### src/rtl/spsd_pkg.sv
`timescale 1ns / 1ps

package spsd_pkg;

   localparam int DEF_NUM_LINKS = 16;
   localparam int DEF_NUM_ROWS  = 8;

   localparam int ACTION_W  = 2;
   localparam int INDEX_W   = 4;
   localparam int ROW_W     = 16;
   localparam int DELAY_W   = 16;
   localparam int VEH_W     = 8;
   localparam int LIGHTS_W  = 32;
   localparam int PHASE_W   = 2;
   localparam int TIME_W    = 16;
   localparam int SUM_W     = 20;
   localparam int CNT_W     = 5;
   localparam int PROD_W    = VEH_W + TIME_W;
   localparam int QUOT_W    = 22;
   localparam int RECIP_SH  = 26;
   localparam int CSR_IDX_W = 3;
   localparam int CSR_DAT_W = 32;

   // Reciprocal of five, rounded up, scaled by two to the RECIP_SH.
   localparam logic [PROD_W-1:0] RECIP_5 = PROD_W'(((64'd1 << RECIP_SH) + 64'd4) / 64'd5);

   typedef enum logic [ACTION_W-1:0] {
      ACT_TICK     = 2'd0,
      ACT_LOAD_ROW = 2'd1,
      ACT_SET_LINK = 2'd2,
      ACT_START    = 2'd3
   } action_type;

   typedef enum logic [PHASE_W-1:0] {
      PH_GREEN  = 2'd0,
      PH_YELLOW = 2'd1,
      PH_RED    = 2'd2
   } phase_type;

   localparam logic [CSR_IDX_W-1:0] CSR_MIN_GREEN    = 3'd0;
   localparam logic [CSR_IDX_W-1:0] CSR_MAX_GREEN    = 3'd1;
   localparam logic [CSR_IDX_W-1:0] CSR_YELLOW       = 3'd2;
   localparam logic [CSR_IDX_W-1:0] CSR_RED          = 3'd3;
   localparam logic [CSR_IDX_W-1:0] CSR_RT_MASK      = 3'd4;
   localparam logic [CSR_IDX_W-1:0] CSR_START_LIGHTS = 3'd5;

   localparam logic [TIME_W-1:0] RST_MIN_GREEN = 16'd50;
   localparam logic [TIME_W-1:0] RST_MAX_GREEN = 16'd600;
   localparam logic [TIME_W-1:0] RST_YELLOW    = 16'd30;
   localparam logic [TIME_W-1:0] RST_RED       = 16'd20;

   localparam logic [1:0] LIGHT_RED     = 2'd0;
   localparam logic [1:0] LIGHT_YELLOW  = 2'd1;
   localparam logic [1:0] LIGHT_GREEN   = 2'd2;
   localparam logic [1:0] LIGHT_PRIO    = 2'd3;

   typedef struct packed {
      logic exec;
      logic scan_clear;
      logic scan_step;
      logic row_end;
      logic mul;
      logic div;
      logic finish;
   } ctrl_cmd_type;

   typedef struct packed {
      logic decide;
      logic link_last;
      logic row_last;
   } ctrl_status_type;

   function automatic logic [TIME_W-1:0] at_least_one(input logic [TIME_W-1:0] v);
      at_least_one = (v == '0) ? TIME_W'(1) : v;
   endfunction

endpackage

### src/rtl/signal_phase_select_by_delay_core.sv
`timescale 1ns / 1ps
// Loads, start and ordinary ticks act while idle; a registered result appears the cycle after.
// A tick that ends a green interval runs the row scan, one link per cycle plus a row-end step
// per row, then the multiply, divide and finish steps.
// Throughput: one transaction per cycle while idle; busy is high from the row scan to finish.
// Synchronous reset restores register defaults, clears link statistics and stops the controller.
// Movement rows are undefined until loaded. Results are strobed for one cycle; no stall exists.

module signal_phase_select_by_delay_core
   import spsd_pkg::*;
#(
   parameter int NUM_LINKS = DEF_NUM_LINKS,
   parameter int NUM_ROWS  = DEF_NUM_ROWS
) (
   input  logic                  clock,
   input  logic                  reset,
   input  logic                  start,
   output logic                  busy,
   input  logic [ACTION_W-1:0]   req_action,
   input  logic [INDEX_W-1:0]    req_index,
   input  logic [ROW_W-1:0]      req_row_bits,
   input  logic [DELAY_W-1:0]    req_link_delay,
   input  logic [VEH_W-1:0]      req_link_vehicles,
   input  logic                  csr_write_enable,
   input  logic [CSR_IDX_W-1:0]  csr_index,
   input  logic [CSR_DAT_W-1:0]  csr_write_data,
   output logic                  rsp_strobe,
   output logic [LIGHTS_W-1:0]   rsp_lights,
   output logic [PHASE_W-1:0]    rsp_phase,
   output logic [TIME_W-1:0]     rsp_duration,
   output logic [INDEX_W-1:0]    rsp_chosen_row,
   output logic [VEH_W-1:0]      rsp_max_vehicles,
   output logic                  rsp_green_extended
);

   ctrl_cmd_type    cmd;
   ctrl_status_type status;

   spsd_ctrl u_ctrl (
      .clock  (clock),
      .reset  (reset),
      .start  (start),
      .busy   (busy),
      .status (status),
      .cmd    (cmd)
   );

   spsd_datapath #(
      .NUM_LINKS (NUM_LINKS),
      .NUM_ROWS  (NUM_ROWS)
   ) u_datapath (
      .clock              (clock),
      .reset              (reset),
      .cmd                (cmd),
      .status             (status),
      .req_action         (req_action),
      .req_index          (req_index),
      .req_row_bits       (req_row_bits),
      .req_link_delay     (req_link_delay),
      .req_link_vehicles  (req_link_vehicles),
      .csr_write_enable   (csr_write_enable),
      .csr_index          (csr_index),
      .csr_write_data     (csr_write_data),
      .rsp_strobe         (rsp_strobe),
      .rsp_lights         (rsp_lights),
      .rsp_phase          (rsp_phase),
      .rsp_duration       (rsp_duration),
      .rsp_chosen_row     (rsp_chosen_row),
      .rsp_max_vehicles   (rsp_max_vehicles),
      .rsp_green_extended (rsp_green_extended)
   );

endmodule

### src/rtl/spsd_ctrl.sv
`timescale 1ns / 1ps

module spsd_ctrl
   import spsd_pkg::*;
(
   input  logic            clock,
   input  logic            reset,
   input  logic            start,
   output logic            busy,
   input  ctrl_status_type status,
   output ctrl_cmd_type    cmd
);

   typedef enum logic [5:0] {
      ST_IDLE   = 6'b000001,
      ST_SCAN   = 6'b000010,
      ST_ROWEND = 6'b000100,
      ST_MUL    = 6'b001000,
      ST_DIV    = 6'b010000,
      ST_FINISH = 6'b100000
   } state_type;

   state_type state_ff, state_in;

   always_ff @(posedge clock) begin
      if (reset) begin
         state_ff <= ST_IDLE;
      end else begin
         state_ff <= state_in;
      end
   end

   assign busy = (state_ff != ST_IDLE);

   always_comb begin
      state_in = state_ff;
      cmd      = '0;
      unique case (state_ff)
         ST_IDLE: begin
            if (start) begin
               if (status.decide) begin
                  cmd.scan_clear = 1'b1;
                  state_in       = ST_SCAN;
               end else begin
                  cmd.exec = 1'b1;
               end
            end
         end
         ST_SCAN: begin
            cmd.scan_step = 1'b1;
            if (status.link_last) begin
               state_in = ST_ROWEND;
            end
         end
         ST_ROWEND: begin
            cmd.row_end = 1'b1;
            state_in    = status.row_last ? ST_MUL : ST_SCAN;
         end
         ST_MUL: begin
            cmd.mul  = 1'b1;
            state_in = ST_DIV;
         end
         ST_DIV: begin
            cmd.div  = 1'b1;
            state_in = ST_FINISH;
         end
         ST_FINISH: begin
            cmd.finish = 1'b1;
            state_in   = ST_IDLE;
         end
         default: begin
            state_in = ST_IDLE;
         end
      endcase
   end

endmodule

### src/rtl/spsd_datapath.sv
`timescale 1ns / 1ps

module spsd_datapath
   import spsd_pkg::*;
#(
   parameter int NUM_LINKS = DEF_NUM_LINKS,
   parameter int NUM_ROWS  = DEF_NUM_ROWS
) (
   input  logic                  clock,
   input  logic                  reset,
   input  ctrl_cmd_type          cmd,
   output ctrl_status_type       status,
   input  logic [ACTION_W-1:0]   req_action,
   input  logic [INDEX_W-1:0]    req_index,
   input  logic [ROW_W-1:0]      req_row_bits,
   input  logic [DELAY_W-1:0]    req_link_delay,
   input  logic [VEH_W-1:0]      req_link_vehicles,
   input  logic                  csr_write_enable,
   input  logic [CSR_IDX_W-1:0]  csr_index,
   input  logic [CSR_DAT_W-1:0]  csr_write_data,
   output logic                  rsp_strobe,
   output logic [LIGHTS_W-1:0]   rsp_lights,
   output logic [PHASE_W-1:0]    rsp_phase,
   output logic [TIME_W-1:0]     rsp_duration,
   output logic [INDEX_W-1:0]    rsp_chosen_row,
   output logic [VEH_W-1:0]      rsp_max_vehicles,
   output logic                  rsp_green_extended
);

   localparam int LINK_IW = (NUM_LINKS > 1) ? $clog2(NUM_LINKS) : 1;
   localparam int ROW_IW  = (NUM_ROWS > 1) ? $clog2(NUM_ROWS) : 1;
   localparam logic [LIGHTS_W-1:0] LIGHT_MASK =
      LIGHTS_W'((64'd1 << (2 * NUM_LINKS)) - 64'd1);
   localparam int NUM_SLOTS = LIGHTS_W / 2;

   logic [TIME_W-1:0]   min_green_ff, max_green_ff, yellow_ff, red_ff;
   logic [ROW_W-1:0]    rt_mask_ff;
   logic [LIGHTS_W-1:0] start_lights_ff;

   logic [ROW_W-1:0]    row_table_ff [NUM_ROWS];
   logic [DELAY_W-1:0]  delay_ff     [NUM_LINKS];
   logic [VEH_W-1:0]    veh_ff       [NUM_LINKS];

   logic [LIGHTS_W-1:0] cur_lights_ff, cur_lights_in;
   logic [LIGHTS_W-1:0] pend_lights_ff, pend_lights_in;
   logic [TIME_W-1:0]   pend_time_ff, pend_time_in;
   logic [PHASE_W-1:0]  phase_ff, phase_in;
   logic [TIME_W-1:0]   ticks_ff, ticks_in;
   logic                running_ff, running_in;

   logic [LINK_IW-1:0]  link_cnt_ff, link_cnt_in;
   logic [ROW_IW-1:0]   row_cnt_ff, row_cnt_in;
   logic [SUM_W-1:0]    sum_ff, sum_in;
   logic [CNT_W-1:0]    cnt_ff, cnt_in;
   logic [VEH_W-1:0]    mv_ff, mv_in;
   logic [ROW_IW-1:0]   best_row_ff, best_row_in;
   logic [SUM_W-1:0]    best_sum_ff, best_sum_in;
   logic [CNT_W-1:0]    best_cnt_ff, best_cnt_in;
   logic [VEH_W-1:0]    best_veh_ff, best_veh_in;
   logic [NUM_LINKS-1:0] best_bits_ff, best_bits_in;
   logic [PROD_W-1:0]   prod_ff, prod_in;
   logic [QUOT_W-1:0]   quot_ff, quot_in;

   logic                rsp_strobe_ff, rsp_strobe_in;
   logic [LIGHTS_W-1:0] rsp_lights_ff, rsp_lights_in;
   logic [PHASE_W-1:0]  rsp_phase_ff, rsp_phase_in;
   logic [TIME_W-1:0]   rsp_duration_ff, rsp_duration_in;
   logic [INDEX_W-1:0]  rsp_row_ff, rsp_row_in;
   logic [VEH_W-1:0]    rsp_veh_ff, rsp_veh_in;
   logic                rsp_ext_ff, rsp_ext_in;

   logic [NUM_LINKS-1:0] row_word;
   logic [NUM_LINKS-1:0] rt_links;
   logic                 link_on, link_counts;
   logic                 row_wins;
   logic [2*PROD_W-1:0]  recip_full;
   logic [QUOT_W-1:0]    gt_low;
   logic [TIME_W-1:0]    green_time;
   logic [LIGHTS_W-1:0]  next_lights, shown_lights, cleared_lights;
   logic                 need_yellow;
   logic                 row_ok, link_ok;

   assign row_word    = row_table_ff[row_cnt_ff][NUM_LINKS-1:0];
   assign rt_links    = rt_mask_ff[NUM_LINKS-1:0];
   assign link_on     = row_word[link_cnt_ff];
   assign link_counts = link_on && !rt_links[link_cnt_ff];

   assign row_wins = (row_cnt_ff == '0) || (sum_ff > best_sum_ff) ||
                     ((sum_ff == best_sum_ff) && (cnt_ff > best_cnt_ff));

   assign recip_full = (2*PROD_W)'(prod_ff) * (2*PROD_W)'(RECIP_5);
   assign quot_in    = recip_full[RECIP_SH +: QUOT_W];
   assign prod_in    = PROD_W'(best_veh_ff) * PROD_W'(min_green_ff);

   assign gt_low     = (quot_ff < QUOT_W'(min_green_ff)) ? QUOT_W'(min_green_ff) : quot_ff;
   assign green_time = (gt_low > QUOT_W'(max_green_ff)) ? max_green_ff : gt_low[TIME_W-1:0];

   assign row_ok  = ({1'b0, req_index} < (INDEX_W+1)'(NUM_ROWS));
   assign link_ok = ({1'b0, req_index} < (INDEX_W+1)'(NUM_LINKS));

   assign status.decide    = (req_action == ACT_TICK) && running_ff &&
                             (ticks_ff < TIME_W'(2)) && (phase_ff == PH_GREEN);
   assign status.link_last = (link_cnt_ff == LINK_IW'(NUM_LINKS - 1));
   assign status.row_last  = (row_cnt_ff == ROW_IW'(NUM_ROWS - 1));

   always_comb begin
      next_lights    = '0;
      shown_lights   = cur_lights_ff;
      need_yellow    = 1'b0;
      cleared_lights = cur_lights_ff;
      for (int l = 0; l < NUM_LINKS; l++) begin
         logic [1:0] code;
         code = !best_bits_ff[l] ? LIGHT_RED : (rt_links[l] ? LIGHT_GREEN : LIGHT_PRIO);
         next_lights[2*l +: 2] = code;
         if ((cur_lights_ff[2*l +: 2] >= LIGHT_GREEN) && (code == LIGHT_RED)) begin
            shown_lights[2*l +: 2] = LIGHT_YELLOW;
            need_yellow            = 1'b1;
         end
      end
      for (int s = 0; s < NUM_SLOTS; s++) begin
         if (cur_lights_ff[2*s +: 2] == LIGHT_YELLOW) begin
            cleared_lights[2*s +: 2] = LIGHT_RED;
         end
      end
   end

   always_comb begin
      cur_lights_in   = cur_lights_ff;
      pend_lights_in  = pend_lights_ff;
      pend_time_in    = pend_time_ff;
      phase_in        = phase_ff;
      ticks_in        = ticks_ff;
      running_in      = running_ff;
      link_cnt_in     = link_cnt_ff;
      row_cnt_in      = row_cnt_ff;
      sum_in          = sum_ff;
      cnt_in          = cnt_ff;
      mv_in           = mv_ff;
      best_row_in     = best_row_ff;
      best_sum_in     = best_sum_ff;
      best_cnt_in     = best_cnt_ff;
      best_veh_in     = best_veh_ff;
      best_bits_in    = best_bits_ff;
      rsp_strobe_in   = 1'b0;
      rsp_lights_in   = rsp_lights_ff;
      rsp_phase_in    = rsp_phase_ff;
      rsp_duration_in = rsp_duration_ff;
      rsp_row_in      = rsp_row_ff;
      rsp_veh_in      = rsp_veh_ff;
      rsp_ext_in      = rsp_ext_ff;

      if (cmd.exec) begin
         unique case (req_action)
            ACT_START: begin
               cur_lights_in   = start_lights_ff & LIGHT_MASK;
               phase_in        = PH_GREEN;
               ticks_in        = at_least_one(min_green_ff);
               running_in      = 1'b1;
               rsp_strobe_in   = 1'b1;
               rsp_lights_in   = start_lights_ff & LIGHT_MASK;
               rsp_phase_in    = PH_GREEN;
               rsp_duration_in = at_least_one(min_green_ff);
               rsp_row_in      = '0;
               rsp_veh_in      = '0;
               rsp_ext_in      = 1'b0;
            end
            ACT_TICK: begin
               if (running_ff) begin
                  priority if (ticks_ff > TIME_W'(1)) begin
                     ticks_in = ticks_ff - TIME_W'(1);
                  end else if (phase_ff == PH_YELLOW) begin
                     cur_lights_in   = cleared_lights;
                     phase_in        = PH_RED;
                     ticks_in        = at_least_one(red_ff);
                     rsp_strobe_in   = 1'b1;
                     rsp_lights_in   = cleared_lights;
                     rsp_phase_in    = PH_RED;
                     rsp_duration_in = at_least_one(red_ff);
                     rsp_row_in      = '0;
                     rsp_veh_in      = '0;
                     rsp_ext_in      = 1'b0;
                  end else if (phase_ff == PH_RED) begin
                     cur_lights_in   = pend_lights_ff & LIGHT_MASK;
                     phase_in        = PH_GREEN;
                     ticks_in        = at_least_one(pend_time_ff);
                     rsp_strobe_in   = 1'b1;
                     rsp_lights_in   = pend_lights_ff & LIGHT_MASK;
                     rsp_phase_in    = PH_GREEN;
                     rsp_duration_in = at_least_one(pend_time_ff);
                     rsp_row_in      = '0;
                     rsp_veh_in      = '0;
                     rsp_ext_in      = 1'b0;
                  end else begin
                     ticks_in = ticks_ff;
                  end
               end
            end
            default: begin
               ticks_in = ticks_ff;
            end
         endcase
      end

      if (cmd.scan_clear) begin
         link_cnt_in = '0;
         row_cnt_in  = '0;
         sum_in      = '0;
         cnt_in      = '0;
         mv_in       = '0;
      end

      if (cmd.scan_step) begin
         link_cnt_in = status.link_last ? '0 : link_cnt_ff + LINK_IW'(1);
         if (link_on) begin
            cnt_in = cnt_ff + CNT_W'(1);
         end
         if (link_counts) begin
            sum_in = sum_ff + SUM_W'(delay_ff[link_cnt_ff]);
            if (veh_ff[link_cnt_ff] > mv_ff) begin
               mv_in = veh_ff[link_cnt_ff];
            end
         end
      end

      if (cmd.row_end) begin
         if (row_wins) begin
            best_row_in  = row_cnt_ff;
            best_sum_in  = sum_ff;
            best_cnt_in  = cnt_ff;
            best_veh_in  = mv_ff;
            best_bits_in = row_word;
         end
         row_cnt_in = row_cnt_ff + ROW_IW'(1);
         sum_in     = '0;
         cnt_in     = '0;
         mv_in      = '0;
      end

      if (cmd.finish) begin
         pend_lights_in  = next_lights;
         pend_time_in    = green_time;
         rsp_strobe_in   = 1'b1;
         rsp_row_in      = INDEX_W'(best_row_ff);
         rsp_veh_in      = best_veh_ff;
         if (need_yellow) begin
            cur_lights_in   = shown_lights;
            phase_in        = PH_YELLOW;
            ticks_in        = at_least_one(yellow_ff);
            rsp_lights_in   = shown_lights;
            rsp_phase_in    = PH_YELLOW;
            rsp_duration_in = at_least_one(yellow_ff);
            rsp_ext_in      = 1'b0;
         end else begin
            ticks_in        = at_least_one(green_time);
            rsp_lights_in   = cur_lights_ff;
            rsp_phase_in    = phase_ff;
            rsp_duration_in = at_least_one(green_time);
            rsp_ext_in      = 1'b1;
         end
      end
   end

   always_ff @(posedge clock) begin
      if (reset) begin
         min_green_ff    <= RST_MIN_GREEN;
         max_green_ff    <= RST_MAX_GREEN;
         yellow_ff       <= RST_YELLOW;
         red_ff          <= RST_RED;
         rt_mask_ff      <= '0;
         start_lights_ff <= '0;
      end else if (csr_write_enable) begin
         unique case (csr_index)
            CSR_MIN_GREEN:    min_green_ff    <= csr_write_data[TIME_W-1:0];
            CSR_MAX_GREEN:    max_green_ff    <= csr_write_data[TIME_W-1:0];
            CSR_YELLOW:       yellow_ff       <= csr_write_data[TIME_W-1:0];
            CSR_RED:          red_ff          <= csr_write_data[TIME_W-1:0];
            CSR_RT_MASK:      rt_mask_ff      <= csr_write_data[ROW_W-1:0];
            CSR_START_LIGHTS: start_lights_ff <= csr_write_data[LIGHTS_W-1:0];
            default: begin
               min_green_ff <= min_green_ff;
            end
         endcase
      end
   end

   always_ff @(posedge clock) begin
      if (cmd.exec && (req_action == ACT_LOAD_ROW) && row_ok) begin
         row_table_ff[req_index[ROW_IW-1:0]] <= req_row_bits;
      end
   end

   always_ff @(posedge clock) begin
      if (reset) begin
         for (int l = 0; l < NUM_LINKS; l++) begin
            delay_ff[l] <= '0;
            veh_ff[l]   <= '0;
         end
      end else if (cmd.exec && (req_action == ACT_SET_LINK) && link_ok) begin
         delay_ff[req_index[LINK_IW-1:0]] <= req_link_delay;
         veh_ff[req_index[LINK_IW-1:0]]   <= req_link_vehicles;
      end
   end

   always_ff @(posedge clock) begin
      if (reset) begin
         cur_lights_ff  <= '0;
         pend_lights_ff <= '0;
         pend_time_ff   <= '0;
         phase_ff       <= PH_GREEN;
         ticks_ff       <= '0;
         running_ff     <= 1'b0;
         link_cnt_ff    <= '0;
         row_cnt_ff     <= '0;
         rsp_strobe_ff  <= 1'b0;
      end else begin
         cur_lights_ff  <= cur_lights_in;
         pend_lights_ff <= pend_lights_in;
         pend_time_ff   <= pend_time_in;
         phase_ff       <= phase_in;
         ticks_ff       <= ticks_in;
         running_ff     <= running_in;
         link_cnt_ff    <= link_cnt_in;
         row_cnt_ff     <= row_cnt_in;
         rsp_strobe_ff  <= rsp_strobe_in;
      end
   end

   always_ff @(posedge clock) begin
      sum_ff          <= sum_in;
      cnt_ff          <= cnt_in;
      mv_ff           <= mv_in;
      best_row_ff     <= best_row_in;
      best_sum_ff     <= best_sum_in;
      best_cnt_ff     <= best_cnt_in;
      best_veh_ff     <= best_veh_in;
      best_bits_ff    <= best_bits_in;
      prod_ff         <= cmd.mul ? prod_in : prod_ff;
      quot_ff         <= cmd.div ? quot_in : quot_ff;
      rsp_lights_ff   <= rsp_lights_in;
      rsp_phase_ff    <= rsp_phase_in;
      rsp_duration_ff <= rsp_duration_in;
      rsp_row_ff      <= rsp_row_in;
      rsp_veh_ff      <= rsp_veh_in;
      rsp_ext_ff      <= rsp_ext_in;
   end

   assign rsp_strobe         = rsp_strobe_ff;
   assign rsp_lights         = rsp_lights_ff;
   assign rsp_phase          = rsp_phase_ff;
   assign rsp_duration       = rsp_duration_ff;
   assign rsp_chosen_row     = rsp_row_ff;
   assign rsp_max_vehicles   = rsp_veh_ff;
   assign rsp_green_extended = rsp_ext_ff;

endmodule
### config.mk
export PLATFORM = sky130hd
export DESIGN_NAME = signal_phase_select_by_delay_core
export DESIGN_NICKNAME = d
export VERILOG_FILES = /design/src/rtl/spsd_pkg.sv /design/src/rtl/signal_phase_select_by_delay_core.sv /design/src/rtl/spsd_ctrl.sv /design/src/rtl/spsd_datapath.sv
export SDC_FILE = /design/constraint.sdc
export NUM_CORES = 2
export LEC_CHECK = 0
export BUFFER_PORTS_ARGS = -buffer_cell sky130_fd_sc_hd__buf_4
export CAP_MARGIN = 20
export CORE_MARGIN = 4
export CORE_UTILIZATION = 35
export DETAILED_ROUTE_END_ITERATION = 8
export GPL_ROUTABILITY_DRIVEN = 0
export SLEW_MARGIN = 5
export SYNTH_ARGS = -nofsm -noshare
export SYNTH_HDL_FRONTEND = slang
export SYNTH_SLANG_ARGS = --single-unit
export TNS_END_PERCENT = 5
### constraint.sdc
create_clock -name clock -period 8.3 [get_ports clock]
set_input_delay 0 -clock clock [delete_from_list [all_inputs] [get_ports clock]]
set_output_delay 0 -clock clock [all_outputs]
set_load 0.01 [all_outputs]
; ---- Yosys cells after proc, flatten, opt, wreduce, memory -nomap -nowiden
; Memories as Yosys holds them, arrays and structs flattened. A register that Yosys moved wholly into a read port is not among the register bits.
; Index checks and enable logic that the tools add are counted.
[word_totals]
ff_bits = 419
latchBits = 0
ramBits = 512
rom_bits = 0
in_bits = 85
out_inout_bits = 65
elab_cells = 398
n_memories = 3
[memory_table]
columns = memory, depth, word_bits, read_ports, rd_ports_with_merged_regs, write_ports, line
row1 = u_datapath.delay_ff, 16, 16, 1, 1, 16, spsd_datapath.sv:41  ; logic [DELAY_W-1:0] delay_ff [NUM_LINKS];
row2 = u_datapath.row_table_ff, 8, 16, 1, 1, 1, spsd_datapath.sv:40  ; logic [ROW_W-1:0] row_table_ff [NUM_ROWS];
row3 = u_datapath.veh_ff, 16, 8, 1, 1, 16, spsd_datapath.sv:42  ; logic [VEH_W-1:0] veh_ff [NUM_LINKS];
[op_classes]
addsub = 5
n_mul = 2
div_mod_pow = 0
magnitude_cmp = 25
n_eq_ne = 46
n_shift = 0
mux = 213
bitwise_logic = 0
reduce_logical = 71
[op_table]
columns = operator, n
row1 = two-way mux 32 bit, 14
row2 = two-way mux 16 bit, 18
row3 = two-way mux 2 bit, 64
row4 = case mux 32 bit (2 select lines), 2
row5 = two-way mux 8 bit, 11
row6 = zero test 16 bit, 5
row7 = case mux 16 bit (2 select lines), 2
row8 = two-way mux 1 bit, 63
row9 = two-way mux 20 bit, 3
row10 = two-way mux 4 bit, 14
row11 = "multiplier 24 x 24 -> 48 bit, second input constant", 1
row12 = "== test 2 x 1 -> 1 bit, second input constant", 18
row13 = zero test 2 bit, 18
row14 = "greater-or-equal comparator 2 bit, second input constant", 16
row15 = case mux 6 bit (5 select lines), 1
row16 = logical AND 1 bit, 24
row17 = multiplier 8 x 16 -> 24 bit, 1
row18 = greater-than comparator 22 x 16 -> 1 bit, 1
row19 = < comparator 22 x 16 -> 1 bit, 1
row20 = two-way mux 22 bit, 1
row21 = adder 20 x 16 -> 20 bit, 1
row22 = == test 20 bit, 1
row23 = greater-than comparator 20 bit, 1
row24 = two-way mux 3 bit, 6
row25 = other kinds (46), 75

; ---- Longest topological paths before layout
[depth]
ltp_word = 22
depth_mapped = 24
depth_no_buf = 24

; ---- Cells and area by module
; Synthesis repeated with hierarchy kept, for this count alone.
[unflattened]
cells_unflattened = 4986
area_unflattened_um2 = 57216.1
[modules_own_cells]
columns = module, n_inst, cells_per_inst, area_each_um2, seq_area_each_um2
row1 = spsd_datapath, 1, 4948, 56875.8, 25364.3
row2 = spsd_ctrl, 1, 38, 340.3, 120.1

; ---- Least setup slack after synthesis
; OpenSTA, ideal clock, no wires.
[synth_path]
path_kind = register -> register
start = register u_datapath.ticks_ff[8]
end = register u_datapath.rsp_row_ff[0] (netlist: u_datapath.rsp_chosen_row[0]) (enable)
setup_time_ns = 0.568
t_arrival_ns = 6.504
t_required_ns = 7.732
slack_ns = 1.228
stages_incl_launch_ff = 10
path_buffers = 1
synth_period_minus_slack_ns = 7.072
cell_sequence = dfxtp_1 -> or4_4 -> nor4_2 -> nand4b_1 -> nor2_1 -> clkbuf_1 -> nand2_1 -> nor2_1 -> a21oi_1 -> o21ai_0
[synth_between]
elab_chain_len = 8
elab_cells_between_ends = 10
classes_between = order compare: 2 / eq/ne: 1 / mux: 3 / reduce/logical: 4
[synth_lines]
columns = item, line
row1 = start: declaration, spsd_datapath.sv:48  ; logic [TIME_W-1:0] ticks_ff, ticks_in;
row2 = start signal: assignment, spsd_datapath.sv:320  ; ticks_ff <= ticks_in;
row3 = < comparator 16 x 2 -> 1 bit, spsd_datapath.sv:102  ; (ticks_ff < TIME_W'(2)) && (phase_ff == PH_GREEN);
row4 = logical AND 1 bit, spsd_datapath.sv:101  ; assign status.decide = (req_action == ACT_TICK) && running_ff &&
row5 = logical AND 1 bit, spsd_datapath.sv:102
row6 = two-way mux 1 bit, spsd_ctrl.sv:41  ; if (status.decide) begin
row7 = two-way mux 2 bit, spsd_ctrl.sv:40  ; if (start) begin
row8 = two-way mux 2 bit, spsd_ctrl.sv:38  ; unique case (state_ff)
row9 = nonzero test 2 bit (no line), n/a
row10 = AND reduction 5 bit (no line) (*), n/a
row11 = end signal: assignment, spsd_datapath.sv:342  ; rsp_row_ff <= rsp_row_in;
row12 = end: declaration, spsd_datapath.sv:68  ; logic [INDEX_W-1:0] rsp_row_ff, rsp_row_in;
; Every way passes the cells marked *; elsewhere a longest branch is shown, timed or not.
; A chain may end at the register's enable or synchronous reset.

; ---- Final worst setup path
[layout_path]
start = register u_datapath.prod_ff[11]
end = register u_datapath.quot_ff[21], data pin
[layout_between]
elab_chain_len = 1
[layout_lines]
columns = item, line
row1 = start: declaration, spsd_datapath.sv:61  ; logic [PROD_W-1:0] prod_ff, prod_in;
row2 = start signal: assignment, spsd_datapath.sv:337  ; prod_ff <= cmd.mul ? prod_in : prod_ff;
row3 = multiplier 24 x 24 -> 48 bit, spsd_datapath.sv:91  ; assign recip_full = (2*PROD_W)'(prod_ff) * (2*PROD_W)'(RECIP_5);
row4 = via u_datapath.recip_full[47], spsd_datapath.sv:76  ; logic [2*PROD_W-1:0] recip_full;
row5 = end signal: assignment, spsd_datapath.sv:338  ; quot_ff <= cmd.div ? quot_in : quot_ff;
row6 = end: declaration, spsd_datapath.sv:62  ; logic [QUOT_W-1:0] quot_ff, quot_in;
; The timed path passes the listed nets, and every way through them passes these cells.

==> Implementation_results.wiki <==
{| class="wikitable"
! Metric !! Value
|-
| Outcome || finished, final reports clean
|-
| Number of max-capacitance violations reported || 0
|-
| VDD IR max || 0.206 mV
|-
| Unrepaired setup endpoints after global routing || no
|-
| Pin count of the biggest net entering global routing || 203
|-
| Shortest clock period the worst path allows after layout || 7230 ps
|-
| Worst Clk Skew || 56.5 ps
|-
| Vias post-DR || 37916
|-
| Data arrival time at the worst-slack endpoint || 7680 ps
|-
| Portion of the clock cycle consumed by the worst path in the final layout || 0.871
|-
| Initial core utilization || 0.354
|-
| Power density of the placed cells || 168 nW/µm²
|-
| Highest clock rate || 138 MHz
|-
| Number of global-route vias before repair || 38279
|-
| Capturing point of the worst reg2reg path || u_datapath.quot_ff[21]
|-
| Start-to-end type of the worst setup path || reg -> reg
|-
| Synth-to-Final Area Change || 14.3%
|-
| Cell-by-cell listing of the critical path || ha_1 -> fa_1 -> inv_1 -> fa_1 -> inv_1 -> fa_1 -> fa_1 -> fa_1 -> inv_1 -> fa_1 -> inv_1 -> ha_1 -> a21oi_1 -> o221ai_1 -> o211ai_1 -> a21oi_1 -> or2_2 -> a311o_1 -> a2111oi_0 -> nor3b_1
|-
| Slowest stage cell on the critical path || sky130_fd_sc_hd__edfxtp_1
|-
| Final critical-path setup slack || 1070 ps
|-
| Hold Vio Cnt, Final || 0
|-
| Total Die Area || 167000 µm²
|-
| Maximum fanout encountered on the critical timing path || 7
|-
| Seq/Total Area, Yosys || 0.453
|-
| Total GRT Usage || 0.186
|-
| Clk sink count || 937
|-
| Cell Rows || 146
|-
| Headroom to the max-slew limit || 0.267
|-
| Horizontal die dimension || 409 µm
|-
| Required time at the endpoint of the critical path || 8750 ps
|-
| Clock buffers created by TritonCTS || 104
|-
| First-pass GRT wire length || 239000 µm
|-
| Cells after synthesis || 4872
|-
| Utilization after layout || 0.404
|-
| Post-Syn Area per Cell || 11.5 µm²
|-
| Startpoint of the most critical register-to-register path || u_datapath.prod_ff[11]
|-
| Count of unresolved DRC violations after routing || 0
|-
| Setup slack on the worst flop-to-flop path || 1070 ps
|-
| 1st-pass router iterations || 7
|-
| Cell repeated most along the worst path || sky130_fd_sc_hd__fa_1
|-
| Fraction of final layout cells sized beyond drive strength 1 || 0.126
|-
| Postcts setup bufs || 0
|-
| Path type of the worst min-delay path || in -> reg
|-
| Routed wirelength normalized by instance count || 21.7 µm
|-
| Synthesized Nets || 5661
|-
| Final-report max-slew violation count || 0
|-
| Final setup viols || 0
|-
| Congestion Overflow GR || 0
|-
| Post-synth top flop || sky130_fd_sc_hd__edfxtp_1
|-
| Number of synthesized flops with an enable pin || 672
|-
| Clock tree root buffer cell || sky130_fd_sc_hd__clkbuf_16
|-
| Final HPWL DP || 107000 µm
|-
| Largest incremental delay on the critical path || 560 ps
|-
| Most common cell after layout, fill and taps aside || sky130_fd_sc_hd__edfxtp_1
|-
| Placed inst area || 59600 µm²
|-
| Latest clock arrival within the worst-skew pair || 730 ps
|-
| Async set-or-reset flop fraction in the synthesized netlist || 0
|-
| Buffers added on ports || 148
|-
| Start point of the worst hold path || req_row_bits[14]
|-
| Net count, final || 5848
|-
| Netlist area before placement || 56200 µm²
|-
| Warnings, synthesis || 0
|-
| Clock tree from TritonCTS || built
|-
| Hold Path Cell Cnt || 2
|-
| Initial antenna violation count || 24
|-
| Commonest non-fill, non-tap cells in the layout || sky130_fd_sc_hd__edfxtp_1, sky130_fd_sc_hd__inv_1, sky130_fd_sc_hd__nand2_1
|-
| Library cells used by synthesis || 81
|-
| Length in cells of the worst reg-to-reg path || 20
|-
| Count of fill cells added during filler insertion || 15122
|-
| Post-layout instance area || 64300 µm²
|-
| Floorplan die height || 409 µm
|-
| Family with the most delay on the worst path || adder cells
|-
| Longest Clk Path Bufs || 3
|-
| Sum of internal, switching and leakage power || 10.8 mW
|-
| Detailed-route wire length || 157000 µm
|-
| Fin cells || 7235
|-
| Hold EP || u_datapath.row_table_ff[5][14]
|-
| Iter 0 DRT Violations || 3461
|-
| Number of placed I/O pins || 150
|-
| Final setup TNS || 0 ps
|-
| Transition at the pin with the smallest max-transition slack || 1100 ps
|-
| Type of origin of the critical path || register
|-
| Clock-pin slew of the registers on the worst-case setup and hold paths || 70 ps
|-
| Cell count after placement || 6913
|-
| Minimum setup slack after placement || 1060 ps
|-
| Count of nets left with antenna violations after detail routing || 0
|-
| Placeable core region || 159000 µm²
|-
| CTS H-tree depth || 3
|-
| Worst Setup End Kind || register
|-
| Number of buffer and inverter instances along the worst setup path || 4
|-
| Fin Hold WS || 127 ps
|-
| Detail-routed via count per cell || 5.24
|-
| Leak || 25.2 nW
|-
| Synthesis-stage register bit count || 937
|}
==> sequential cells by signal (all words and copies together) (netlist names), 20 cells and up, named ones only <==
name                        flops
u_datapath.best_sum_ff         20
u_datapath.cur_lights_ff       32
u_datapath.delay_ff           256
u_datapath.pend_lights_ff      32
u_datapath.prod_ff             24
u_datapath.quot_ff             22
u_datapath.row_table_ff       128
u_datapath.rsp_lights          32
u_datapath.start_lights_ff     32
u_datapath.sum_ff              20
u_datapath.veh_ff             128
==> routing by layer <==
layer,part of all wire,global-route usage,vias to the layer above,routed length (µm)
met3,0.070,0.0339,231,11100
met1,0.43,0.253,19106,67300
met2,0.47,0.304,1218,74400
met5,0.00017,0,-,27
met4,0.028,0.0531,4,4460
li1,-,-,17357,-
==> cell type report <==
class | count | area (µm²) | share of cell area
Tap cell | 2072 | 2590 | 0.0403
Timing Repair Buffer | 326 | 2800 | 0.0436
Sequential cell | 937 | 25500 | 0.397
Antenna cell | 19 | 47.5 | 0.000740
Multi-Input combinational cell | 3151 | 27800 | 0.433
Clock inverter | 35 | 450 | 0.00701
Inverter | 539 | 2020 | 0.0315
Clock buffer | 156 | 3020 | 0.0470
==> worst max path at each step <==
| stage | endpoint | depth (start not counted) | start |
|---|---|---|---|
| floorplan | u_datapath.rsp_chosen_row[0] | 9 | u_datapath.ticks_ff[8] |
| global placement | u_datapath.quot_ff[21] | 20 | u_datapath.prod_ff[11] |
| detailed placement | u_datapath.quot_ff[21] | 20 | u_datapath.prod_ff[11] |
| CTS | u_datapath.quot_ff[21] | 20 | u_datapath.prod_ff[11] |
| global route | u_datapath.quot_ff[21] | 22 | u_datapath.prod_ff[1] |
| finish | u_datapath.quot_ff[21] | 20 | u_datapath.prod_ff[11] |
==> worst reg2reg max path, stage by stage, from the launching register on <==
cell and delay, ps:
sky130_fd_sc_hd__edfxtp_1 560, sky130_fd_sc_hd__ha_1 480, sky130_fd_sc_hd__fa_1 550, sky130_fd_sc_hd__inv_1 50, sky130_fd_sc_hd__fa_1 480, sky130_fd_sc_hd__inv_1 50, sky130_fd_sc_hd__fa_1 480, sky130_fd_sc_hd__fa_1 450
sky130_fd_sc_hd__fa_1 510, sky130_fd_sc_hd__inv_1 50, sky130_fd_sc_hd__fa_1 470, sky130_fd_sc_hd__inv_1 40, sky130_fd_sc_hd__ha_1 290, sky130_fd_sc_hd__a21oi_1 330, sky130_fd_sc_hd__o221ai_1 190, sky130_fd_sc_hd__o211ai_1 460
sky130_fd_sc_hd__a21oi_1 250, sky130_fd_sc_hd__or2_2 370, sky130_fd_sc_hd__a311o_1 370, sky130_fd_sc_hd__a2111oi_0 420, sky130_fd_sc_hd__nor3b_1 110
==> cells in the mapped netlist, types with 27 or more instances <==
master                       n  area share
sky130_fd_sc_hd__dfxtp_1   265       0.094
sky130_fd_sc_hd__xnor2_1    40      0.0062
sky130_fd_sc_hd__nor4_1     30      0.0033
sky130_fd_sc_hd__edfxtp_1  672        0.36
sky130_fd_sc_hd__nor2b_1    32      0.0036
sky130_fd_sc_hd__nand2b_1   28      0.0031
sky130_fd_sc_hd__a21o_1     27      0.0036
sky130_fd_sc_hd__inv_1     538       0.036
sky130_fd_sc_hd__nand4_1    29      0.0032
sky130_fd_sc_hd__nand2_1   496       0.033
sky130_fd_sc_hd__nand3b_1   29      0.0039
sky130_fd_sc_hd__and2_1    463       0.052
sky130_fd_sc_hd__mux2_2     38      0.0076
sky130_fd_sc_hd__o21ai_0   155       0.014
sky130_fd_sc_hd__mux4_2    160       0.064
sky130_fd_sc_hd__a21oi_1   269       0.024
sky130_fd_sc_hd__fa_1      305        0.11
sky130_fd_sc_hd__mux2i_1    37      0.0066
sky130_fd_sc_hd__nand3_1    50      0.0045
sky130_fd_sc_hd__ha_1      399       0.089
sky130_fd_sc_hd__a22oi_1    40      0.0053
sky130_fd_sc_hd__nor2_1    207       0.014
sky130_fd_sc_hd__clkbuf_1  208       0.014
==> report_power, final <==
group	switching (mW)	internal [mW]
sequential	0.100	5.16
clock	2.00	2.66
combinational	0.539	0.350
==> cells by family (layout without fill, tap and decap cells) <==
family          Yosys count  count (layout)  synth area share
mux                     236             236            0.0788
other cells               1              20         0.0000667
compound gates          696             696            0.0768
fa+ha+maj               704             704             0.197
buf+inv                 784            1056            0.0536
flops                   937             937             0.453
simple gates           1452            1452             0.130
xor+xnor                 62              62           0.00966
==> what timing repair did <==
action	CTS	global route
endpoints found under the hold margin	654	0
hold buffers	109	0
resized for setup	0	0
Power figures use the tool's default switching activity.
